<file path="src/assert_macros.svh">
// Assertion macros used by the top level of the plant step block.
// No dependencies; expects clk and rst_n in the scope where a macro is used.
`ifndef ASSERT_MACROS_SVH
`define ASSERT_MACROS_SVH

// Check post in the same cycle as pre.
`define ASSERT_IMPL(label, pre, post, msg) \
    label: assert property (@(posedge clk) disable iff (!rst_n) (pre) |-> (post)) \
        else $error(msg);

// Check post in the cycle after pre.
`define ASSERT_NEXT(label, pre, post, msg) \
    label: assert property (@(posedge clk) disable iff (!rst_n) (pre) |=> (post)) \
        else $error(msg);

`endif

</file>
<file path="src/dap_pkg.sv">
// Package for the damped axis plant step: widths, register map, command types.
// No dependencies.
package dap_pkg;

    localparam int AXIS_W      = 3;
    localparam int DATA_W      = 32;
    localparam int DT_W        = 16;
    localparam int NUM_FORCES  = 6;
    localparam int IN_TDATA_W  = DT_W + NUM_FORCES * DATA_W;
    localparam int OUT_FIELD_W = AXIS_W + 3 * DATA_W;
    localparam int OUT_TDATA_W = ((OUT_FIELD_W + 7) / 8) * 8;
    localparam int CFG_IDX_W   = 3;
    localparam int CFG_DATA_W  = 32;
    localparam int DAMP_W      = 16;
    localparam int THR_W       = 31;
    localparam int INVM_W      = 25;
    localparam int OPA_W       = 34;
    localparam int OPB_W       = 26;
    localparam int PROD_W      = OPA_W + OPB_W;
    localparam int FRAC_W      = 16;

    typedef enum logic [CFG_IDX_W-1:0] {
        CFG_NUM_AXES     = 3'd0,
        CFG_DAMPING      = 3'd1,
        CFG_STICTION     = 3'd2,
        CFG_ACCEL_LIMIT  = 3'd3,
        CFG_REST_SPEED   = 3'd4,
        CFG_INVERSE_MASS = 3'd5
    } cfg_reg_t;

    typedef struct packed {
        logic [AXIS_W-1:0] num_axes;
        logic [DAMP_W-1:0] damping;
        logic [THR_W-1:0]  stiction;
        logic [THR_W-1:0]  accel_limit;
        logic [THR_W-1:0]  rest_speed;
        logic [INVM_W-1:0] inverse_mass;
    } cfg_t;

    localparam cfg_t CFG_RESET = '{
        num_axes:     3'd6,
        damping:      16'd6554,
        stiction:     31'd19661,
        accel_limit:  31'd655360,
        rest_speed:   31'd655,
        inverse_mass: 25'd65536
    };

    typedef enum logic [3:0] {
        ST_IDLE,
        ST_START,
        ST_LOAD,
        ST_MUL_DAMP,
        ST_FNET,
        ST_MUL_MASS,
        ST_CLAMP,
        ST_MUL_ACC,
        ST_VEL,
        ST_MUL_POS,
        ST_COMMIT,
        ST_EMIT
    } ctrl_state_t;

    typedef enum logic [2:0] {
        OP_NONE,
        OP_TAKE,
        OP_LOAD,
        OP_MUL,
        OP_FNET,
        OP_CLAMP,
        OP_VEL,
        OP_COMMIT
    } dp_op_t;

    typedef struct packed {
        dp_op_t op;
        logic   emit;
    } dp_cmd_t;

    typedef struct packed {
        logic dt_zero;
        logic n_zero;
        logic last;
        logic out_free;
    } dp_sts_t;

endpackage

</file>
<file path="src/dap_ctrl.sv">
// Sequencer of the plant step block: steps the datapath through each axis.
// Depends on dap_pkg.
module dap_ctrl (
    input  logic             clk,
    input  logic             rst_n,
    input  logic             in_valid,
    output logic             in_ready,
    input  dap_pkg::dp_sts_t sts,
    output dap_pkg::dp_cmd_t cmd
);
    import dap_pkg::*;

    ctrl_state_t state_reg;
    ctrl_state_t state_next;

    always_comb
    begin
        state_next = state_reg;
        case (state_reg)
            ST_IDLE:
            begin
                if (in_valid)
                begin
                    state_next = sts.n_zero ? ST_IDLE : ST_START;
                end
            end
            ST_START:    state_next = sts.dt_zero ? ST_EMIT : ST_LOAD;
            ST_LOAD:     state_next = ST_MUL_DAMP;
            ST_MUL_DAMP: state_next = ST_FNET;
            ST_FNET:     state_next = ST_MUL_MASS;
            ST_MUL_MASS: state_next = ST_CLAMP;
            ST_CLAMP:    state_next = ST_MUL_ACC;
            ST_MUL_ACC:  state_next = ST_VEL;
            ST_VEL:      state_next = ST_MUL_POS;
            ST_MUL_POS:  state_next = ST_COMMIT;
            ST_COMMIT:   state_next = ST_EMIT;
            ST_EMIT:
            begin
                if (sts.out_free)
                begin
                    state_next = sts.last ? ST_IDLE : ST_START;
                end
            end
            default:     state_next = ST_IDLE;
        endcase
    end

    always_comb
    begin
        in_ready = 1'b0;
        cmd.op   = OP_NONE;
        cmd.emit = 1'b0;
        case (state_reg)
            ST_IDLE:
            begin
                in_ready = 1'b1;
                cmd.op   = in_valid ? OP_TAKE : OP_NONE;
            end
            ST_LOAD:     cmd.op = OP_LOAD;
            ST_MUL_DAMP: cmd.op = OP_MUL;
            ST_FNET:     cmd.op = OP_FNET;
            ST_MUL_MASS: cmd.op = OP_MUL;
            ST_CLAMP:    cmd.op = OP_CLAMP;
            ST_MUL_ACC:  cmd.op = OP_MUL;
            ST_VEL:      cmd.op = OP_VEL;
            ST_MUL_POS:  cmd.op = OP_MUL;
            ST_COMMIT:   cmd.op = OP_COMMIT;
            ST_EMIT:     cmd.emit = sts.out_free;
            default:     cmd.op = OP_NONE;
        endcase
    end

    always_ff @(posedge clk or negedge rst_n)
    begin
        if (!rst_n)
        begin
            state_reg <= ST_IDLE;
        end
        else
        begin
            state_reg <= state_next;
        end
    end

endmodule

</file>
<file path="config.mk">
export PLATFORM = sky130hd
export DESIGN_NAME = dap_ctrl
export DESIGN_NICKNAME = d
export VERILOG_FILES = /design/src/assert_macros.svh /design/src/dap_pkg.sv /design/src/dap_ctrl.sv
export SDC_FILE = /design/constraint.sdc
export NUM_CORES = 1
export LEC_CHECK = 0
export ABC_AREA = 1
export ABC_CLOCK_PERIOD_IN_PS = 1000
export BUFFER_PORTS_ARGS = -buffer_cell sky130_fd_sc_hd__buf_4
export CORE_AREA = 2 2 39 41
export CTS_CLUSTER_SIZE = 40
export DETAILED_ROUTE_END_ITERATION = 10
export DIE_AREA = 0 0 41 43
export MAX_ROUTING_LAYER = met4
export PLACE_DENSITY_LB_ADDON = 0.2
export SYNTH_ARGS = -nofsm -noshare
export SYNTH_HDL_FRONTEND = slang
export SYNTH_SLANG_ARGS = --single-unit
</file>
<file path="constraint.sdc">
create_clock -name clk -period 1 [get_ports clk]
set_input_delay 0.1 -clock clk [delete_from_list [all_inputs] [get_ports clk]]
set_output_delay 0.1 -clock clk [all_outputs]
set_load 0.02 [all_outputs]
</file>
# After elaboration in Yosys (flattened, before gate mapping)
# Index checks and enable logic that the tools add are counted.
dict set report classes {
  n_addsub 0
  mul 0
  n_div 0
  order_cmp 0
  n_eq_ne 13
  shift 0
  muxes 10
  n_bitwise 0
  reduce_logical 3
}
# operator count
set op_table {}
lappend op_table {{$pmux 4 s12} 1}
lappend op_table {{$pmux 3 s7} 1}
lappend op_table {{$eq 4x3->1 const B} 4}
lappend op_table {{$eq 4x4->1 const B} 4}
lappend op_table {{$mux 4} 3}
lappend op_table {{$eq 4x2->1 const B} 2}
lappend op_table {{$mux 1} 5}
lappend op_table {{$eq 4x1->1 const B} 1}
lappend op_table {{$logic_not 4->1} 1}
lappend op_table {{$ne 2x2->1 const B} 2}
lappend op_table {{$reduce_or 4->1} 1}
lappend op_table {{$reduce_and 2->1} 1}
dict set report word_totals {
  regBits 4
  latch_bits 0
  ramBits 0
  rom_bits 0
  inputBits 7
  out_inout_bits 5
  word_cells 27
  memories 0
}

# Depth between registers and ports, before layout
# Gate-level depths: netlist of the first run.
dict set report logic_depth {
  depth_word 3
  mapped_depth 6
  depth_no_buf 6
}

# Worst setup path before layout of the first run
# No wires, ideal clock.
dict set report synth_timing {
  path_type {register -> output}
  start {register state_reg[1]}
  end {output cmd[1] (netlist bit)}
  arrival_ns 1.228
  t_required_ns 0.900
  slack_ns -0.328
  path_stages_with_launch 6
  n_path_buf 0
  cell_sequence {dfrtp_1 > nor2_1 > inv_1 > nor2_1 > nand2_1 > nand4_1}
}
# element line_no
set synth_rtl {}
lappend synth_rtl {{from (decl)} dap_ctrl.sv:13} ;# ctrl_state_t state_reg;
lappend synth_rtl {{from (signal assigned)} dap_ctrl.sv:81} ;# state_reg <= state_next;
lappend synth_rtl {{to (decl)} dap_ctrl.sv:9} ;# output dap_pkg::dp_cmd_t cmd

==> results.cfg, run 1 <==
[clock_network]
clkLatencyLatePin_ns = 0.24
cts_tree = done
clk_pin_slew_worst_paths_ns = 0.04
h-tree-depth = 1
cts_buffer_depth = 2
cts.sinks = 4
cts_buffers = 3
ctsRootBufferMaster = clkbuf_4

[floorplan]
start_util = 0.237
core-area_sq_um = 1380
ios = 12
die_y_um = 43
dieWidth_um = 41
die-area_sq_um = 1760
rows = 14

[outcome]
status = complete, but fails checks
violations = setup timing

[setup_path]
r2r_slack_ns = -0.22
cp_data_required_time_ns = 0.90
reg2reg_from = state_reg[2]$_DFFE_PN0P_
startpoint_type = flop
cp_slowest_cell = dfrtp_2
ff2ff_path_depth = 7
arrival_ns = 1.26
path_class = flop to output port
cpPeakStageDelay_ns = 0.46
reg2reg_to = state_reg[0]$_DFFE_PN0P_
worst_setup_path_end_kind = output port
crit_chain = o211ai_1 > nand4_1 > buf_4
crit_fanout = 6

[placed_design]
dp_cells = 79
place_congestion = 0.801
post-dp-hpwl_um = 648
portBuffers = 11

[sta]
clock.fmax_mhz = 736
holdWs_ns = 0.183
slew_viol_final = 0
slew_headroom = 0.836
final_hold_viol_count = 0
worstMarginPinSlew_ns = 0.244
rsz0062_at_grt = true
skew_ns = 0.0109
setup_viol = 8
period_share = 1.36
fin_ws_ns = -0.359
period_needed_ns = 1.36

[synth]
synth_cell_type_count = 17
seq_area_frac_synth = 0.305
synth_cells = 49
synth-seq-cells = 4
syn-cell-area_sq_um = 328
yosys_warnings = 0
syn_avg_cell_area_sq_um = 6.69
synth_nets = 56

[route]
vias_per_cell = 4.55
drt_iter0_drc = 10
vias = 391
post_drt_wl_per_cell_um = 9.66
ant_nets = 0
drt-pass1-iter-count = 4
wl_um = 831
drc_errors = 0

[grt]
grt_max_degree = 7
antenna_found_initial = 0
overflow = 0
grt.total_usage = 0.121
grt_pass1_vias = 350
grt_pass1_wl_um = 1370

[min_path]
worstHoldStart = sts[3]
min_to = state_reg[3]$_DFFE_PN0P_
holdPathStages = 3
hold_class = input pin to flop

[layout]
final_cell_mix = buf_4, nand2_1, inv_1, nand3_1, dfrtp_2
final_cells = 86
final_common_cell = buf_4
drive_above_1_share = 0.543
largest_register_ffs = 4
diodes = 0
syn2layout_area_growth_pct = 66.8
final_util = 0.395
layout.nets = 78
nFillCells = 135

[pwr]
total_power_mw = 1.92
peakVddDrop_v = 0.00174
p_leak_nw = 0.271
powerDensity_nw_per_um2 = 3510

[job]
drv_cap = 0
what timing repair did:
item                                    CTS  global route
cloned                                    0             0
hold endpoints to repair                  4             0
buffers inserted                          1             1
pin swaps                                 2             1
gates resized for setup                   6             4
endpoints found under the setup margin    7             9
hold buffers                              1             0
critical path, delay by kind of cell (launching register included):
| kind | cells | cell delay [ns] |
|---|---|---|
| buffers and inverters | 1 | 0.17 |
| and+or+nand+nor | 1 | 0.13 |
| DFF | 1 | 0.46 |
| AOI/OAI and AO/OA | 1 | 0.26 |
cell families after synthesis:
logic type / Yosys count / share of synthesized area
AOI/OAI and AO/OA: 4 / 0.0802
DFF: 4 / 0.305
and+or+nand+nor: 33 / 0.523
buffers and inverters: 8 / 0.0916
worst max path at each step:
stage	startpoint	to	slack, ns	depth (start not counted)
finish	state_reg[2]$_DFFE_PN0P_	cmd[1]	-0.36	3
global route	state_reg[1]$_DFFE_PN0P_	cmd[1]	-0.42	6
CTS	state_reg[3]$_DFFE_PN0P_	cmd[1]	-0.37	6
detailed placement	state_reg[0]$_DFFE_PN0P_	cmd[1]	-0.14	6
global placement	state_reg[0]$_DFFE_PN0P_	cmd[1]	-0.14	6
floorplan	state_reg[0]$_DFFE_PN0P_	cmd[1]	-0.14	5
through the flow:
| step | instance area, sq um | worst slack [ns] | setup TNS, ns |
|---|---|---|---|
| after floorplan | 350 | -0.141 | -0.219 |
| after global placement | 475 | -0.136 | -0.473 |
| after detailed placement | 475 | -0.143 | -0.428 |
| after CTS | 533 | -0.366 | -1.84 |
| after global routing | 547 | -0.420 | -2.23 |
| final | 547 | -0.359 | -1.69 |
per-layer routing:
layer / GRT usage / routed length [um] / vias to the layer above
li1: - / - / 202
met1: 0.129 / 344 / 177
met2: 0.184 / 425 / 12
met3: 0.0628 / 61 / 0
met4: 0.0400 / 0 / 0
met5: - / 0 / -
cell usage after synthesis:
cell type,number,area (sq um)
nand2_1,12,45.0
o21bai_1,1,7.51
nor2_1,6,22.5
o21ai_0,1,5.00
dfrtp_1,4,100
o211ai_1,1,7.51
nor2_4,1,11.3
inv_1,6,22.5
nand2_2,2,12.5
nand3_1,4,20.0
nor4_1,1,6.26
nand4_1,2,12.5
nand3_2,2,20.0
inv_2,2,7.51
o22ai_1,1,6.26
nor2_2,1,6.26
nand3b_1,2,15.0
final cells by class:
cell class	instances	area, sq um	area share
clock buffer	4	26.3	0.0481
inverter	8	32.5	0.0595
multi-input combinational	37	229	0.419
sequential	4	105	0.192
tap	16	20.0	0.0366
timing repair buffer	17	134	0.245
power breakdown:
| part | switching [mW] | internal, mW | total, mW |
|---|---|---|---|
| registers | 0.148 | 0.256 | 0.403 |
| clock network | 0.0693 | 0.150 | 0.219 |
| logic | 0.732 | 0.562 | 1.29 |
(Power assumes the default switching activity.)
==> run 2, diff against run 1 <==
--- a/config.mk
+++ b/config.mk
@@ -14,6 +14,7 @@
 export DIE_AREA = 0 0 41 43
 export MAX_ROUTING_LAYER = met4
 export PLACE_DENSITY_LB_ADDON = 0.2
+export SKIP_CTS_REPAIR_TIMING = 1
 export SYNTH_ARGS = -nofsm -noshare
 export SYNTH_HDL_FRONTEND = slang
 export SYNTH_SLANG_ARGS = --single-unit
==> results.cfg, run 2 (synthesis gave the netlist of run 1 again) <==
[sta]
final_hold_viol_count = 0
period_share = 1.36
fin_ws_ns = -0.357
period_needed_ns = 1.36
holdWs_ns = 0.175
clock.fmax_mhz = 737
skew_ns = 0.0109
setup_viol = 7
slew_headroom = 0.838
worstMarginPinSlew_ns = 0.242
rsz0062_at_grt = true
slew_viol_final = 0

[job]
drv_cap = 0

[pwr]
p_clk_frac = 0.119
p_int_mw = 0.922
powerDensity_nw_per_um2 = 3450
peakVddDrop_v = 0.00166
total_power_mw = 1.85
p_leak_nw = 0.268
combPwrFrac = 0.661
switching_share = 0.502
seq_power_share = 0.220
p_switching_mw = 0.928

[floorplan]
die-area_sq_um = 1760
start_util = 0.237
rows = 14
ios = 12
dieWidth_um = 41
die_y_um = 43
core-area_sq_um = 1380

[route]
drt-pass1-iter-count = 4
vias_per_cell = 4.49
drc_errors = 0
vias = 382
drt_iter0_drc = 15
ant_nets = 0
wl_um = 809
post_drt_wl_per_cell_um = 9.52

[layout]
drive_above_1_share = 0.522
layout.nets = 77
final_common_cell = buf_4
final_cell_mix = buf_4, nand2_1, inv_1, nand3_1, dfrtp_2
largest_register_ffs = 4
diodes = 0
syn2layout_area_growth_pct = 63.4
final_util = 0.387
nFillCells = 135

[grt]
grt_pass1_wl_um = 1320
grt.total_usage = 0.115
grt_max_degree = 7
overflow = 0
antenna_found_initial = 0
grt_pass1_vias = 345

[clock_network]
h-tree-depth = 1
clk_pin_slew_worst_paths_ns = 0.04
ctsRootBufferMaster = clkbuf_4
clkLatencyLatePin_ns = 0.24
cts_tree = done
cts.sinks = 4
cts_buffers = 3
cts_buffer_depth = 2

[outcome]
status = complete, but fails checks
violations = setup timing

[setup_path]
path_class = flop to output port
arrival_ns = 1.26
crit_fanout = 6
cp_data_required_time_ns = 0.90
worst_setup_path_end_kind = output port
ff2ff_path_depth = 6
startpoint_type = flop

[min_path]
hold_class = input pin to flop
holdPathStages = 3

[placed_design]
post-dp-hpwl_um = 648
portBuffers = 11
pre_cts_slack_ns = -0.143
place_congestion = 0.801
run 2: changes by cell type in the layout (fill, tap and decap cells not counted), sizes merged:
cell / delta
buf: -1
run 2: cell type report:
class                      instances  area (sq um)  share of cell area
tap                               16          20.0              0.0374
multi-input combinational         37           229               0.428
sequential                         4           105               0.196
clock buffer                       4          26.3              0.0491
timing repair buffer              16           123               0.229
inverter                           8          32.5              0.0607
run 2: stage by stage:
stage / cell area [sq um] / std cells / setup TNS [ns]
after detailed placement: 475 / 79 / -0.428
after global routing: 536 / 85 / -2.16
after CTS: 502 / 83 / -1.74
after global placement: 475 / 79 / -0.473
final: 536 / 85 / -1.60
after floorplan: 350 / 49 / -0.219
run 2: per-layer routing:
| metal | vias up | part of all wire | wire length [um] | track usage |
|---|---|---|---|---|
| met2 | 13 | 0.50 | 402 | 0.175 |
| met3 | 2 | 0.082 | 66 | 0.0628 |
| met4 | 0 | 0.025 | 20 | 0.0400 |
| met5 | - | 0 | 0 | - |
| li1 | 202 | - | - | - |
| met1 | 165 | 0.39 | 319 | 0.123 |
run 2: power groups by stage:
stage	combinational, mW	clock [mW]	sequential, mW
detailed placement	1.16	0	0.366
finish	1.22	0.219	0.407
floorplan	0.784	0	0.348
global route	1.34	0.257	0.422
global placement	1.18	0	0.366
CTS	1.16	0.227	0.365
run 2: critical path: stages (launching register included):
cell      delay (ns)
dfrtp_2         0.46
o211ai_1        0.26
nand4_1         0.12
buf_4           0.17
run 2: path summary, 6_finish.rpt:
path / start / end / slack, ns
max in group asynchronous: rst_n / state_reg[0]$_DFFE_PN0P_ / 0.69
hold reg to reg: state_reg[3]$_DFFE_PN0P_ / state_reg[2]$_DFFE_PN0P_ / 0.63
setup / recovery: state_reg[2]$_DFFE_PN0P_ / cmd[1] / -0.36
setup reg to reg: state_reg[2]$_DFFE_PN0P_ / state_reg[0]$_DFFE_PN0P_ / -0.11
min in group asynchronous: rst_n / state_reg[2]$_DFFE_PN0P_ / 0.19
hold / removal: sts[3] / state_reg[3]$_DFFE_PN0P_ / 0.18
==> run 3, diff against run 2 <==
--- a/config.mk
+++ b/config.mk
@@ -6,12 +6,12 @@
 export NUM_CORES = 1
 export LEC_CHECK = 0
 export ABC_AREA = 1
-export ABC_CLOCK_PERIOD_IN_PS = 1000
-export BUFFER_PORTS_ARGS = -buffer_cell sky130_fd_sc_hd__buf_4
+export CAP_MARGIN = 20
 export CORE_AREA = 2 2 39 41
 export CTS_CLUSTER_SIZE = 40
 export DETAILED_ROUTE_END_ITERATION = 10
 export DIE_AREA = 0 0 41 43
+export DONT_BUFFER_PORTS = 1
 export MAX_ROUTING_LAYER = met4
 export PLACE_DENSITY_LB_ADDON = 0.2
 export SKIP_CTS_REPAIR_TIMING = 1
==> results.cfg, run 3 (synthesis gave the netlist of run 1 again) <==
[route]
drt-pass1-iter-count = 4
wl_um = 827
vias = 360
drc_errors = 0
ant_nets = 0
drt_iter0_drc = 9
post_drt_wl_per_cell_um = 10.5
vias_per_cell = 4.56

[grt]
grt_pass1_wl_um = 1370
grt_pass1_vias = 340
antenna_found_initial = 0
grt_max_degree = 7
grt.total_usage = 0.124
overflow = 0

[outcome]
violations = setup timing
status = complete, but fails checks

[layout]
final_common_cell = nand2_1
diodes = 0
syn2layout_area_growth_pct = 52.7
drive_above_1_share = 0.524
layout.nets = 71
stdcell_area_sq_um = 500
final_cells = 79
final_cell_mix = nand2_1, buf_4, inv_1
largest_register_ffs = 4

[min_path]
min_to = state_reg[3]$_DFFE_PN0P_
hold_class = input pin to flop
holdPathStages = 2
worstHoldStart = sts[3]

[sta]
slew_headroom = 0.817
fin_ws_ns = -0.355
setup_viol = 8
final_hold_viol_count = 0
clock.fmax_mhz = 738
worstMarginPinSlew_ns = 0.274
skew_ns = 0.00579
period_needed_ns = 1.36
holdWs_ns = 0.0923
period_share = 1.36
slew_viol_final = 0
tns_ns = -1.57
rsz0062_at_grt = true

[clock_network]
clkLatencyLatePin_ns = 0.23
cts_buffer_depth = 2
cts.sinks = 4
clk_pin_slew_worst_paths_ns = 0.04
h-tree-depth = 1
cts_tree = done
cts_buffers = 3
ctsRootBufferMaster = clkbuf_4

[setup_path]
r2r_slack_ns = -0.13
crit_chain = o211ai_1 > nand4_1
cpPeakStageDelay_ns = 0.46
arrival_ns = 1.26
startpoint_type = flop
ff2ff_path_depth = 6
cpLargestDelayFamily = flip-flops
worst_setup_path_end_kind = output port
cp_data_required_time_ns = 0.90
cp_slowest_cell = dfrtp_2
reg2reg_to = state_reg[0]$_DFFE_PN0P_
crit_fanout = 6
crit_buf_inv = 0
path_class = flop to output port
reg2reg_from = state_reg[3]$_DFFE_PN0P_

[placed_design]
place_congestion = 0.835
post-dp-hpwl_um = 679
place_area_sq_um = 430
dp_cells = 73
portBuffers = 0

[floorplan]
dieWidth_um = 41
die_y_um = 43
start_util = 0.237
die-area_sq_um = 1760
rows = 14
ios = 12
core-area_sq_um = 1380

[job]
drv_cap = 0

[pwr]
p_leak_nw = 0.243
peakVddDrop_v = 0.00163
powerDensity_nw_per_um2 = 3660
-- run 3: cell types whose count changed in the layout (fill, tap and decap cells not counted), sizes merged --
cell,previous run,this run
buf,15,9
-- run 3: worst max path at each step --
| stage | to | cells after the start | start | slack (ns) |
|---|---|---|---|---|
| 2_1_floorplan | cmd[1] | 5 | state_reg[0]$_DFFE_PN0P_ | -0.14 |
| 3_3_place_gp | cmd[1] | 4 | state_reg[2]$_DFFE_PN0P_ | -0.11 |
| 3_5_place_dp | cmd[1] | 5 | state_reg[0]$_DFFE_PN0P_ | -0.11 |
| 4_1_cts | cmd[1] | 4 | state_reg[2]$_DFFE_PN0P_ | -0.36 |
| 5_1_grt | cmd[1] | 5 | state_reg[3]$_DFFE_PN0P_ | -0.43 |
| 6_report | cmd[1] | 2 | state_reg[2]$_DFFE_PN0P_ | -0.36 |
-- run 3: worst register-to-register path: stages, from the launching register on --
cell and delay, ns:
dfrtp_1 0.41, inv_2 0.11, nor2_4 0.15, nand3_2 0.11
nand2_1 0.07, o21bai_1 0.10, nand2_1 0.06
-- run 3: cell type report --
type,count,area (sq um)
multi-input cells,37,240
flip-flops and latches,4,104
well taps,16,20.0
fillers,146,883
repair buffers,10,77.6
inverters,8,32.5
clock buffers,4,26.3
-- run 3: per-stage QoR --
stage	setup WS [ns]	util	total power, mW
6_report	-0.355	0.362	1.83
5_1_grt	-0.430	0.362	2.00
4_1_cts	-0.364	0.330	1.69
3_5_place_dp	-0.110	0.311	1.46
3_3_place_gp	-0.113	0.311	1.47
2_1_floorplan	-0.141	-	1.13
-- run 3: power breakdown --
| group | internal [mW] | switching (mW) | total [mW] |
|---|---|---|---|
| clock network | 0.150 | 0.0656 | 0.215 |
| logic | 0.477 | 0.744 | 1.22 |
| registers | 0.252 | 0.143 | 0.395 |
| total | 0.879 | 0.952 | 1.83 |
-- run 3: metal layers --
metal  up-vias  track usage  part of all wire
li1        192            -                 -
met1       162        0.150              0.45
met2         6        0.175              0.53
met3         0       0.0314             0.017
met4         0       0.0800                 0
met5         -            -                 0
