`src/assert_macros.svh`:
```
// Assertion macros used by the top level of the plant step block.
// No dependencies; expects clk and rst_n in the scope where a macro is used.
`ifndef ASSERT_MACROS_SVH
`define ASSERT_MACROS_SVH

// Check post in the same cycle as pre.
`define ASSERT_IMPL(label, pre, post, msg) \
    label: assert property (@(posedge clk) disable iff (!rst_n) (pre) |-> (post)) \
        else $error(msg);

// Check post in the cycle after pre.
`define ASSERT_NEXT(label, pre, post, msg) \
    label: assert property (@(posedge clk) disable iff (!rst_n) (pre) |=> (post)) \
        else $error(msg);

`endif

```
`src/dap_pkg.sv`:
```
// Package for the damped axis plant step: widths, register map, command types.
// No dependencies.
package dap_pkg;

    localparam int AXIS_W      = 3;
    localparam int DATA_W      = 32;
    localparam int DT_W        = 16;
    localparam int NUM_FORCES  = 6;
    localparam int IN_TDATA_W  = DT_W + NUM_FORCES * DATA_W;
    localparam int OUT_FIELD_W = AXIS_W + 3 * DATA_W;
    localparam int OUT_TDATA_W = ((OUT_FIELD_W + 7) / 8) * 8;
    localparam int CFG_IDX_W   = 3;
    localparam int CFG_DATA_W  = 32;
    localparam int DAMP_W      = 16;
    localparam int THR_W       = 31;
    localparam int INVM_W      = 25;
    localparam int OPA_W       = 34;
    localparam int OPB_W       = 26;
    localparam int PROD_W      = OPA_W + OPB_W;
    localparam int FRAC_W      = 16;

    typedef enum logic [CFG_IDX_W-1:0] {
        CFG_NUM_AXES     = 3'd0,
        CFG_DAMPING      = 3'd1,
        CFG_STICTION     = 3'd2,
        CFG_ACCEL_LIMIT  = 3'd3,
        CFG_REST_SPEED   = 3'd4,
        CFG_INVERSE_MASS = 3'd5
    } cfg_reg_t;

    typedef struct packed {
        logic [AXIS_W-1:0] num_axes;
        logic [DAMP_W-1:0] damping;
        logic [THR_W-1:0]  stiction;
        logic [THR_W-1:0]  accel_limit;
        logic [THR_W-1:0]  rest_speed;
        logic [INVM_W-1:0] inverse_mass;
    } cfg_t;

    localparam cfg_t CFG_RESET = '{
        num_axes:     3'd6,
        damping:      16'd6554,
        stiction:     31'd19661,
        accel_limit:  31'd655360,
        rest_speed:   31'd655,
        inverse_mass: 25'd65536
    };

    typedef enum logic [3:0] {
        ST_IDLE,
        ST_START,
        ST_LOAD,
        ST_MUL_DAMP,
        ST_FNET,
        ST_MUL_MASS,
        ST_CLAMP,
        ST_MUL_ACC,
        ST_VEL,
        ST_MUL_POS,
        ST_COMMIT,
        ST_EMIT
    } ctrl_state_t;

    typedef enum logic [2:0] {
        OP_NONE,
        OP_TAKE,
        OP_LOAD,
        OP_MUL,
        OP_FNET,
        OP_CLAMP,
        OP_VEL,
        OP_COMMIT
    } dp_op_t;

    typedef struct packed {
        dp_op_t op;
        logic   emit;
    } dp_cmd_t;

    typedef struct packed {
        logic dt_zero;
        logic n_zero;
        logic last;
        logic out_free;
    } dp_sts_t;

endpackage

```
`src/dap_cfg.sv`:
```
// Configuration register file of the plant step block.
// Depends on dap_pkg.
module dap_cfg (
    input  logic                           clk,
    input  logic                           rst_n,
    input  logic                           cfg_valid,
    output logic                           cfg_ready,
    input  logic [dap_pkg::CFG_IDX_W-1:0]  cfg_index,
    input  logic [dap_pkg::CFG_DATA_W-1:0] cfg_data,
    output dap_pkg::cfg_t                  cfg
);
    import dap_pkg::*;

    cfg_t cfg_reg;
    cfg_t cfg_next;

    assign cfg_ready = 1'b1;
    assign cfg       = cfg_reg;

    always_comb
    begin
        cfg_next = cfg_reg;
        if (cfg_valid)
        begin
            case (cfg_index)
                CFG_NUM_AXES:     cfg_next.num_axes     = cfg_data[AXIS_W-1:0];
                CFG_DAMPING:      cfg_next.damping      = cfg_data[DAMP_W-1:0];
                CFG_STICTION:     cfg_next.stiction     = cfg_data[THR_W-1:0];
                CFG_ACCEL_LIMIT:  cfg_next.accel_limit  = cfg_data[THR_W-1:0];
                CFG_REST_SPEED:   cfg_next.rest_speed   = cfg_data[THR_W-1:0];
                CFG_INVERSE_MASS: cfg_next.inverse_mass = cfg_data[INVM_W-1:0];
                default:          cfg_next = cfg_reg;
            endcase
        end
    end

    always_ff @(posedge clk or negedge rst_n)
    begin
        if (!rst_n)
        begin
            cfg_reg <= CFG_RESET;
        end
        else
        begin
            cfg_reg <= cfg_next;
        end
    end

endmodule

```
`config.mk`:
```
export PLATFORM = sky130hd
export DESIGN_NAME = dap_cfg
export DESIGN_NICKNAME = d
export VERILOG_FILES = /design/src/assert_macros.svh /design/src/dap_pkg.sv /design/src/dap_cfg.sv
export SDC_FILE = /design/constraint.sdc
export NUM_CORES = 1
export LEC_CHECK = 0
export ABC_AREA = 0
export BUFFER_PORTS_ARGS = -buffer_cell sky130_fd_sc_hd__buf_2
export CAP_MARGIN = 30
export CORE_MARGIN = 10
export CORE_UTILIZATION = 47
export DETAILED_ROUTE_END_ITERATION = 10
export PLACE_DENSITY = 0.76
export SLEW_MARGIN = 20
export SYNTH_ARGS = -nofsm -noshare
export SYNTH_HDL_FRONTEND = slang
export SYNTH_SLANG_ARGS = --single-unit
```
`constraint.sdc`:
```
create_clock -name clk -period 0.9 [get_ports clk]
set_input_delay 0.135 -clock clk [delete_from_list [all_inputs] [get_ports clk]]
set_output_delay 0.135 -clock clk [all_outputs]
set_load 0.02 [all_outputs]
```
# Word level (Yosys, flattened, before mapping)
# Index checks and enable logic that the tools add are counted.
[op_classes] n_eq_ne=5 n_reduce_logical=7
[op_table] op="AND reduction 2 bit" count=6
[op_table] op="== test 3 x 2 -> 1 bit (second input constant)" count=2
[op_table] op="== test 3 bit (second input constant)" count=2
[op_table] op="== test 3 x 1 -> 1 bit (second input constant)" count=1
[op_table] op="zero test 3 bit" count=1
[totals] register_bits=137 inputBits=38 out_inout_bits=138 word_cells=18

# Longest topological paths before layout
# Gate-level depths: netlist of run 1.
[depth] word_depth=2 depth_mapped=4 depth_no_buf=2

# Worst setup path after synthesis of run 1
# No wires, ideal clock.
[synth_path] path_kind="input to register" start="in cfg_index[2] (netlist bit)" end="reg cfg_reg, in the netlist cfg[118]" arrival_ps=958 required_time_ps=775 path_slack_ps=-184 cell_stages=4 path_buffers=2 cell_sequence="and4bb_1 > buf_6 > buf_8 > mux2_4"
[synth_between] elab_chain_cells=2
[synth_rtl] element="start, declared" line_no="dap_cfg.sv:8" rtl="input logic [dap_pkg::CFG_IDX_W-1:0] cfg_index,"
[synth_rtl] element="== test 3 x 1 -> 1 bit" line_no="dap_cfg.sv:25" rtl="case (cfg_index)"
[synth_rtl] element="AND reduction 2 bit (no line)"
[synth_rtl] element="end signal, assigned" line_no="dap_cfg.sv:45" rtl="cfg_reg <= cfg_next;"
[synth_rtl] element="end, declared" line_no="dap_cfg.sv:14" rtl="cfg_t cfg_reg;"
# Every way passes these cells.
# A chain may end at the register's enable or synchronous reset.

# Worst setup path in the final report of run 1
[layout_path] start="reg cfg_reg, in the netlist cfg[135]" end="out cfg[135] (netlist bit)"
[layout_rtl] element="end, declared" line_no="dap_cfg.sv:10" rtl="output dap_pkg::cfg_t cfg"
# No word-level cell between the ends.

==> impl_metrics.csv, run 1 <==
group,metric,value,unit
clock_tree,clk_latency,0.50,ns
logic_synthesis,synth_cell_type_count,15,
power,ir_worst_vdd,1.66,mV
placement,post-place-ws,-0.425,ns
global_route,overflow,0,
detailed_routing,drt_iter0_drc,150,
timing,tns,-40.82,ns
logic_synthesis,synth_area_leader_cell,"dfrtp_1",
finish,num-fill-cells,557,
power,p_switching,7.02,mW
worst_hold_path,hold_start,"cfg_index[1]",
logic_synthesis,ys_warn_count,0,
placement,portBuffers,173,
finish,regArea,0.00346,mm2
setup_path,worstPathArrival,1.18,ns
setup_path,rr_worst_depth,3,
timing,setup_viol,151,
global_route,grt_pass1_wl,23.7,mm
clock_tree,clk_transition_reported_paths,0.06,ns
worst_hold_path,min_delay_path_depth,4,
power,p_leak,4.07,nW
timing,grt_setup_unrepaired,"true",
power,p_int,16.9,mW
setup_path,critPathBufInv,1,
run,drv_cap,0,
timing,fmax,0.763,GHz
logic_synthesis,yosys.area_share.simple,1.46,%
detailed_routing,drtPass1Iterations,4,
floorplanning,boundaryPins,176,
logic_synthesis,synth.top_cell.area_share,53.0,%
global_route,grt_max_degree,55,
finish,largest_register_ffs,137,
detailed_routing,drc,0,
outcome,violations,"setup timing",
setup_path,worstSetupPathType,"reg2out",
placement,place_congestion,0.776,
detailed_routing,drt-wirelength-per-cell,21.6,um
detailed_routing,drt-total-wl,15.6,mm
finish,final_nets,606,
detailed_routing,num_vias,3583,
global_route,grt_pass1_vias,4152,
setup_path,critPathSlowestCell,"dfstp_2",
detailed_routing,drt-vias-per-instance,4.97,
setup_path,start_kind,"flip-flop",
setup_path,crit_chain,"buf_6",
floorplanning,core,0.0109,mm2
clock_tree,clock-sinks,137,
setup_path,crit_path_end_kind,"primary output",
logic_synthesis,synthesis.nets,333,
power,combinationalPowerShare,33.1,%
setup_path,r2r_setup_slack,-0.13,ns
timing,finalMaxSlewViolations,0,
setup_path,r2r_end,"cfg[132]$_DFFE_PN0P_",
timing,post-route-min-period,1.31,ns
setup_path,slowest_delay,0.55,ns
timing,finClkSkew,0,ns
clock_tree,clockBufferDepth,2,
floorplanning,die_area,0.0158,mm2
outcome,outcome,"finished with violations",
clock_tree,cts_made_buffers,17,
floorplanning,die_x,126,um
setup_path,reg2reg_from,"cfg[132]$_DFFE_PN0P_",
logic_synthesis,syn_area_per_cell,17.8,um2
clock_tree,ctsRootBufferMaster,"clkbuf_8",
finish,n_antenna_cell,0,
worst_hold_path,min_path_type,"in2reg",
power,p_per_area,2750,mW/mm2
logic_synthesis,yosys_register_bits,137,
logic_synthesis,synth_area,0.00524,mm2
clock_tree,htree_num_levels,4,
logic_synthesis,synth_compound_gate_area_share,0,%
setup_path,critical_path_depth,1,
floorplanning,initial_utilization,48.1,%
timing,final.period_utilization,146,%
global_route,grt_antenna_before_repair,0,
setup_path,crit_fanout,2,
worst_hold_path,whs_endpoint,"cfg[135]$_DFFE_PN1P_",
setup_path,critical_path_required,0.76,ns
power,swShare,29.4,%
setup_path,crit_family,"flip-flops",
placement,dpl.hpwl,9.75,mm
logic_synthesis,synthMuxAreaShare,30.2,%
power,p_clk_share,30.1,%
floorplanning,rows,38,
logic_synthesis,synth_area_leaders,"dfrtp_1, mux2_2, dfstp_2, mux2_4, buf_4",
finish,multi_input_area,0.00175,mm2
timing,fin_ws,-0.411,ns
timing,final_hold_viol_count,0,
global_route,grt_usage,19.2,%
finish,drive_gt1_share,73.8,%
clock_tree,cts_tree,"yes",
logic_synthesis,synth_top_family_by_area,"multiplexers",
logic_synthesis,netlist_instances,295,
finish,final_util,79.9,%
logic_synthesis,ys_seq_area_share,66.0,%
logic_synthesis,synth_xor_area_share,0,%
floorplanning,die_y,126,um
detailed_routing,ant_nets,0,
power,p_seq_share,36.8,%
logic_synthesis,synthAdderAreaFrac,0,%
finish,syn_to_final_growth,66.0,%
-- through the flow --
step	cell area, um2	cells	power (mW)	hold slack [ns]
6_report	8700	721	23.9	0.146
5_1_grt	8700	721	24.9	0.132
4_1_cts	8470	704	23.6	0.110
3_5_place_dp	6460	611	13.9	0.165
3_3_place_gp	6460	611	13.7	0.162
2_1_floorplan	5320	295	11.6	-0.161
-- area by class of cell --
| class | instances | share of cell area (%) |
|---|---|---|
| Sequential cell | 137 | 39.8 |
| Timing Repair Buffer | 268 | 31.0 |
| Multi-Input combinational cell | 144 | 20.1 |
| Clock buffer | 21 | 5.16 |
| Tap cell | 140 | 2.01 |
| Clock inverter | 11 | 1.96 |
-- how the worst max path moves through the flow --
| stage | slack, ns | startpoint | end |
|---|---|---|---|
| 5_1_grt | -0.46 | cfg[97]$_DFFE_PN1P_ | cfg[97] |
| 6_report | -0.41 | cfg[135]$_DFFE_PN1P_ | cfg[135] |
| 2_1_floorplan | -0.18 | cfg_index[2] | cfg[118]$_DFFE_PN0P_ |
| 3_5_place_dp | -0.43 | cfg_index[0] | cfg[79]$_DFFE_PN0P_ |
| 4_1_cts | -0.44 | cfg[94]$_DFFE_PN1P_ | cfg[94] |
| 3_3_place_gp | -0.38 | cfg_index[0] | cfg[71]$_DFFE_PN0P_ |
-- synth_stat cells --
cell type and count:
and4bb_1 2, and4bb_2 1, buf_2 3, buf_4 6, buf_6 4, buf_8 1, conb_1 1, dfrtp_1 111
dfstp_2 26, mux2_1 4, mux2_2 123, mux2_4 10, nand4b_1 1, nand4b_2 1, nor4b_2 1
-- metal layers --
metal | vias to the layer above | part of all wire, % | wire length, um | track usage [%]
met3 | 19 | 6.1 | 956 | 6.59
met4 | 0 | 1.8 | 285 | 6.57
met2 | 111 | 55 | 8590 | 35.1
met5 | - | 0 | 0 | 0
li1 | 1597 | - | - | -
met1 | 1856 | 37 | 5720 | 19.9
-- timing repair --
action / 4_1_cts / 5_1_grt
gates resized for setup: 274 / 27
cloned: 0 / 0
endpoints found under the setup margin: 137 / 157
setup buffers: 29 / 27
endpoints found under the hold margin: 274 / 0
hold buffers: 32 / 0
-- worst min-delay path, delay by kind of cell --
family | cells | cell delay, ns
muxes | 1 | 0.19
buffers and inverters | 2 | 0.24
and+or+nand+nor | 1 | 0.06
-- power groups by stage --
stage | clock network, mW | registers [mW] | logic (mW)
after floorplan | 0 | 10.2 | 1.41
after global placement | 0 | 8.43 | 5.25
after detailed placement | 0 | 8.51 | 5.36
after CTS | 7.34 | 8.74 | 7.50
after global routing | 7.59 | 8.96 | 8.31
final | 7.19 | 8.81 | 7.92
-- cell families (layout without fill, tap and decap cells) --
family	after synthesis	count (layout)
flops	137	137
mux	137	137
simple gates	6	6
buf+inv	14	300
other cells	1	1
-- placed cells by master (no fill, tap or decap) --
cell type	n
clkbuf_1	2
inv_6	1
clkinv_4	1
nor4b_4	1
clkbuf_16	16
nand4b_1	1
and4bb_2	2
mux2_1	4
dfstp_2	26
nand4b_4	1
clkbuf_8	3
mux2_2	104
dfrtp_1	111
buf_12	9
clkinv_2	2
and4bb_1	1
clkinvlp_4	3
buf_6	154
buf_4	38
mux2_4	29
buf_2	35
dlygate4sd3_1	32
conb_1	1
bufinv_16	4
Note: power is estimated with default switching activity, not from simulation.
==> run 2: changes to the inputs <==
- CELL_PAD_IN_SITES_DETAIL_PLACEMENT: not set -> 1
- CELL_PAD_IN_SITES_GLOBAL_PLACEMENT: not set -> 1
- CORE_UTILIZATION: 47 -> 41
- PLACE_DENSITY: 0.76 -> 0.81
==> run 2 against run 1 <==
The run still ends with setup timing left. Register-to-register slack better by 0.06 ns. Clock skew unchanged. Final cell count increased by 4.7%. Sequential cell count unchanged. Fmax up 3.1%. Power grew 6.8%. Critical path depth unchanged. Sequential power is 3.1% higher. Final area increased by 3.9%. Combinational power increased by 9.5%. Critical path type unchanged. Largest power group unchanged.
==> impl_metrics.csv, run 2 (synthesis gave the netlist of run 1 again) <==
group,metric,value,unit
clock_tree,clk_latency,0.42,ns
clock_tree,ctsRootBufferMaster,"clkbuf_16",
global_route,grt_antenna_before_repair,2,
finish,final_nets,606,
floorplanning,rows,41,
timing,fmax,0.786,GHz
setup_path,start_kind,"flip-flop",
floorplanning,initial_utilization,41.7,%
finish,final_cell_mix,"buf_6, dfrtp_1, mux2_2",
power,ir_worst_vdd,1.63,mV
outcome,violations,"setup timing",
finish,syn_to_final_growth,72.4,%
power,combinationalPowerShare,33.9,%
power,swShare,30.9,%
global_route,overflow,0,
clock_tree,clk_transition_reported_paths,0.06,ns
finish,drive_gt1_share,77.1,%
clock_tree,clockBufferDepth,2,
finish,final_common_cell,"buf_6",
timing,finClkSkew,0,ns
timing,setup_viol,185,
setup_path,critPathBufInv,1,
clock_tree,clock-sinks,137,
floorplanning,boundaryPins,176,
setup_path,crit_chain,"buf_6",
clock_tree,cts_tree,"yes",
setup_path,worstPathArrival,1.14,ns
timing,post-route-min-period,1.27,ns
timing,final.period_utilization,141,%
placement,dpl.hpwl,11.2,mm
detailed_routing,num_vias,3787,
setup_path,slowest_delay,0.57,ns
power,p_seq_share,35.5,%
timing,final_hold_viol_count,0,
detailed_routing,drc,0,
floorplanning,core,0.0126,mm2
setup_path,crit_path_end_kind,"primary output",
outcome,outcome,"finished with violations",
setup_path,worstSetupPathType,"reg2out",
finish,final_cells,755,
clock_tree,htree_num_levels,4,
setup_path,critPathSlowestCell,"dfstp_2",
global_route,grt_max_degree,34,
clock_tree,cts_made_buffers,17,
floorplanning,die_x,133,um
floorplanning,die_y,133,um
placement,dp_cells,649,
timing,finalMaxSlewViolations,0,
timing,tns,-32.48,ns
run,drv_cap,0,
power,p_leak,4.30,nW
power,p_int,17.7,mW
timing,grt_setup_unrepaired,"true",
detailed_routing,drtPass1Iterations,4,
detailed_routing,drt-vias-per-instance,5.02,
finish,largest_register_ffs,137,
setup_path,crit_family,"flip-flops",
power,p_per_area,2830,mW/mm2
setup_path,crit_fanout,2,
timing,fin_ws,-0.372,ns
floorplanning,die_area,0.0177,mm2
placement,place_congestion,0.752,
timing,whs,0.0251,ns
detailed_routing,drt-total-wl,22.3,mm
power,p_total,25.6,mW
placement,post-place-ws,-0.443,ns
global_route,grt_usage,21.1,%
placement,portBuffers,173,
global_route,grt_pass1_vias,4435,
detailed_routing,drt-wirelength-per-cell,29.6,um
detailed_routing,ant_nets,0,
setup_path,critical_path_required,0.76,ns
power,p_clk_share,30.5,%
detailed_routing,drt_iter0_drc,149,
worst_hold_path,min_path_type,"in2reg",
global_route,grt_pass1_wl,28.1,mm
power,p_switching,7.88,mW
-- run 2: changes by cell type in the layout (fill, tap and decap cells not counted), sizes merged --
cell         change
buf             +13
clkbuf           +7
clkinvlp         -3
diode            +2
dlygate4sd3     -16
inv              -1
-- run 2: per-stage QoR --
step	instance area, um2	utilization [%]
2_1_floorplan	5320	-
3_3_place_gp	6560	52.2
3_5_place_dp	6560	52.2
4_1_cts	8510	67.7
5_1_grt	9040	71.9
6_report	9040	71.9
-- run 2: timing repair --
action,CTS,global route
buffers inserted,35,32
hold endpoints to repair,158,0
setup endpoints to repair,139,194
gates cloned,0,4
hold buffers,16,0
resized for setup,280,87
pin swaps,0,2
-- run 2: worst paths after layout --
path / start / end / slack (ns) / cells after the start
hold / removal: cfg_data[9] / cfg[127]$_DFFE_PN0P_ / 0.03 / 2
hold reg to reg: cfg[5]$_DFFE_PN0P_ / cfg[5]$_DFFE_PN0P_ / 0.53 / 1
setup reg to reg: cfg[23]$_DFFE_PN0P_ / cfg[23]$_DFFE_PN0P_ / -0.07 / 2
max in group asynchronous: rst_n / cfg[27]$_DFFE_PN1P_ / 0.23 / 3
min in group asynchronous: rst_n / cfg[134]$_DFFE_PN0P_ / 0.15 / 2
setup / recovery: cfg[28]$_DFFE_PN1P_ / cfg[28] / -0.37 / 1
-- run 2: area by class of cell --
cell class	instances	area (um2)
fillers	1107	3530
flip-flops and latches	137	3460
repair buffers	268	2820
multi-input cells	144	1880
clock buffers	25	515
well taps	172	215
clock inverters	7	135
diodes	2	5.00
-- run 2: metal layers --
metal	up-vias	GRT usage (%)	wire [um]
met5	-	0	0
li1	1597	-	-
met2	142	39.7	12600
met4	0	9.23	882
met3	47	5.75	960
met1	2001	21.0	7880
-- run 2: power by group through the flow --
| stage | Sequential [mW] | Clock, mW | Combinational [mW] |
|---|---|---|---|
| after floorplan | 10.2 | 0 | 1.41 |
| after global placement | 8.46 | 0 | 5.26 |
| after detailed placement | 8.57 | 0 | 5.45 |
| after CTS | 8.81 | 7.68 | 7.70 |
| after global routing | 9.19 | 8.13 | 9.03 |
| final | 9.08 | 7.80 | 8.67 |
==> run 3: changes to the inputs <==
- MAX_ROUTING_LAYER: not set -> met4
==> run 3 against run 2 <==
The flow still finishes with violations (setup timing). Die area stayed put. Worst setup slack improved by 0.00057 ns. Critical endpoint is now cfg[93]. Sequential cell count is the same. Largest power group unchanged. Utilization is essentially flat.
==> impl_metrics.csv, run 3 (synthesis gave the netlist of run 1 again) <==
group,metric,value,unit
outcome,outcome,"finished with violations",
outcome,violations,"setup timing",
floorplanning,core,0.0126,mm2
detailed_routing,drt-total-wl,22.6,mm
placement,post-place-ws,-0.443,ns
worst_hold_path,min_path_type,"in2reg",
floorplanning,die_y,133,um
setup_path,slowest_delay,0.57,ns
timing,setup_viol,216,
detailed_routing,drc,0,
global_route,grt_antenna_before_repair,1,
setup_path,crit_fanout,2,
timing,final.period_utilization,141,%
power,p_per_area,2830,mW/mm2
clock_tree,clockBufferDepth,2,
global_route,grt_usage,21.6,%
finish,drive_gt1_share,77.1,%
clock_tree,cts_tree,"yes",
run,drv_cap,0,
floorplanning,rows,41,
detailed_routing,drt-vias-per-instance,5.11,
power,ir_worst_vdd,1.46,mV
timing,finalMaxSlewViolations,0,
finish,syn_to_final_growth,72.3,%
timing,fin_ws,-0.372,ns
power,p_leak,4.30,nW
finish,final_cell_mix,"buf_6, dfrtp_1, mux2_2",
setup_path,start_kind,"flip-flop",
clock_tree,clk_latency,0.42,ns
clock_tree,htree_num_levels,4,
floorplanning,initial_utilization,41.7,%
setup_path,critical_path_required,0.76,ns
timing,final_hold_viol_count,0,
clock_tree,cts_made_buffers,17,
setup_path,crit_path_end_kind,"primary output",
global_route,overflow,0,
clock_tree,ctsRootBufferMaster,"clkbuf_16",
setup_path,critPathBufInv,1,
global_route,grt_pass1_wl,28.0,mm
finish,largest_register_ffs,137,
detailed_routing,drt-wirelength-per-cell,30.0,um
timing,finClkSkew,0,ns
floorplanning,boundaryPins,176,
placement,portBuffers,173,
setup_path,critPathSlowestCell,"dfstp_2",
placement,dpl.hpwl,11.2,mm
finish,final_util,71.9,%
detailed_routing,num_vias,3856,
setup_path,crit_family,"flip-flops",
floorplanning,die_area,0.0177,mm2
setup_path,worstPathArrival,1.14,ns
setup_path,worstSetupPathType,"reg2out",
timing,fmax,0.786,GHz
setup_path,crit_chain,"buf_6",
global_route,grt_max_degree,34,
detailed_routing,drt_iter0_drc,204,
placement,place_congestion,0.761,
finish,final_common_cell,"buf_6",
finish,num-fill-cells,1087,
timing,grt_setup_unrepaired,"true",
finish,final_nets,606,
detailed_routing,ant_nets,0,
detailed_routing,drtPass1Iterations,7,
timing,post-route-min-period,1.27,ns
clock_tree,clk_transition_reported_paths,0.06,ns
clock_tree,clock-sinks,137,
global_route,grt_pass1_vias,4440,
floorplanning,die_x,133,um
==> run 3: cell count changes in the layout (fill, tap and decap cells not counted) <==
cell,previous run,this run
diode_2,2,1
mux2_2,73,74
mux2_4,63,62
==> run 3: repair_timing <==
item / in CTS / in global routing
pin swaps: 0 / 2
hold endpoints to repair: 158 / 0
endpoints found under the setup margin: 139 / 193
buffers inserted: 35 / 32
hold buffers: 16 / 0
resized for setup: 280 / 86
gates cloned: 0 / 4
==> run 3: metrics by stage <==
step	total power [mW]	hold WS, ns	instance area (um2)	setup TNS, ns	cells
after floorplan	11.6	-0.161	5320	-14.67	295
after global placement	13.7	-0.00924	6560	-44.70	649
after detailed placement	14.0	-0.00727	6560	-48.96	649
after CTS	24.2	0.00286	8510	-30.57	732
after global routing	26.4	0.0268	9030	-38.33	754
final	25.6	0.0291	9030	-35.03	754
==> run 3: layout make-up <==
class / count / area [um2] / share of cell area (%)
multi-input cells: 144 / 1880 / 20.8
well taps: 172 / 215 / 2.38
flip-flops and latches: 137 / 3460 / 38.3
repair buffers: 268 / 2820 / 31.2
clock buffers: 25 / 515 / 5.71
clock inverters: 7 / 135 / 1.50
diodes: 1 / 2.50 / 0.0277
==> run 3: final timing paths <==
check                      slack (ns)  cells after the start              endpoint            startpoint
min in group asynchronous        0.13                      2   cfg[58]$_DFFE_PN0P_                 rst_n
setup / recovery                -0.37                      1               cfg[93]   cfg[93]$_DFFE_PN1P_
max in group asynchronous        0.25                      3  cfg[122]$_DFFE_PN1P_                 rst_n
hold / removal                   0.03                      2   cfg[29]$_DFFE_PN0P_           cfg_data[4]
setup reg to reg                -0.06                      2   cfg[23]$_DFFE_PN0P_   cfg[23]$_DFFE_PN0P_
hold reg to reg                  0.54                      1  cfg[112]$_DFFE_PN0P_  cfg[112]$_DFFE_PN0P_
==> run 3: where the power goes <==
| group | total, mW | switching [mW] | internal (mW) |
|---|---|---|---|
| Combinational | 8.68 | 3.82 | 4.86 |
| Clock | 7.83 | 2.76 | 5.07 |
| Sequential | 9.08 | 1.35 | 7.73 |
| Total | 25.6 | 7.93 | 17.7 |
==> run 3: routing by layer <==
metal	track usage, %	wire length (um)	up-vias
met5	-	0	-
met4	9.23	863	0
met3	5.56	848	50
met2	39.7	12700	141
met1	21.0	8170	2062
li1	-	-	1603
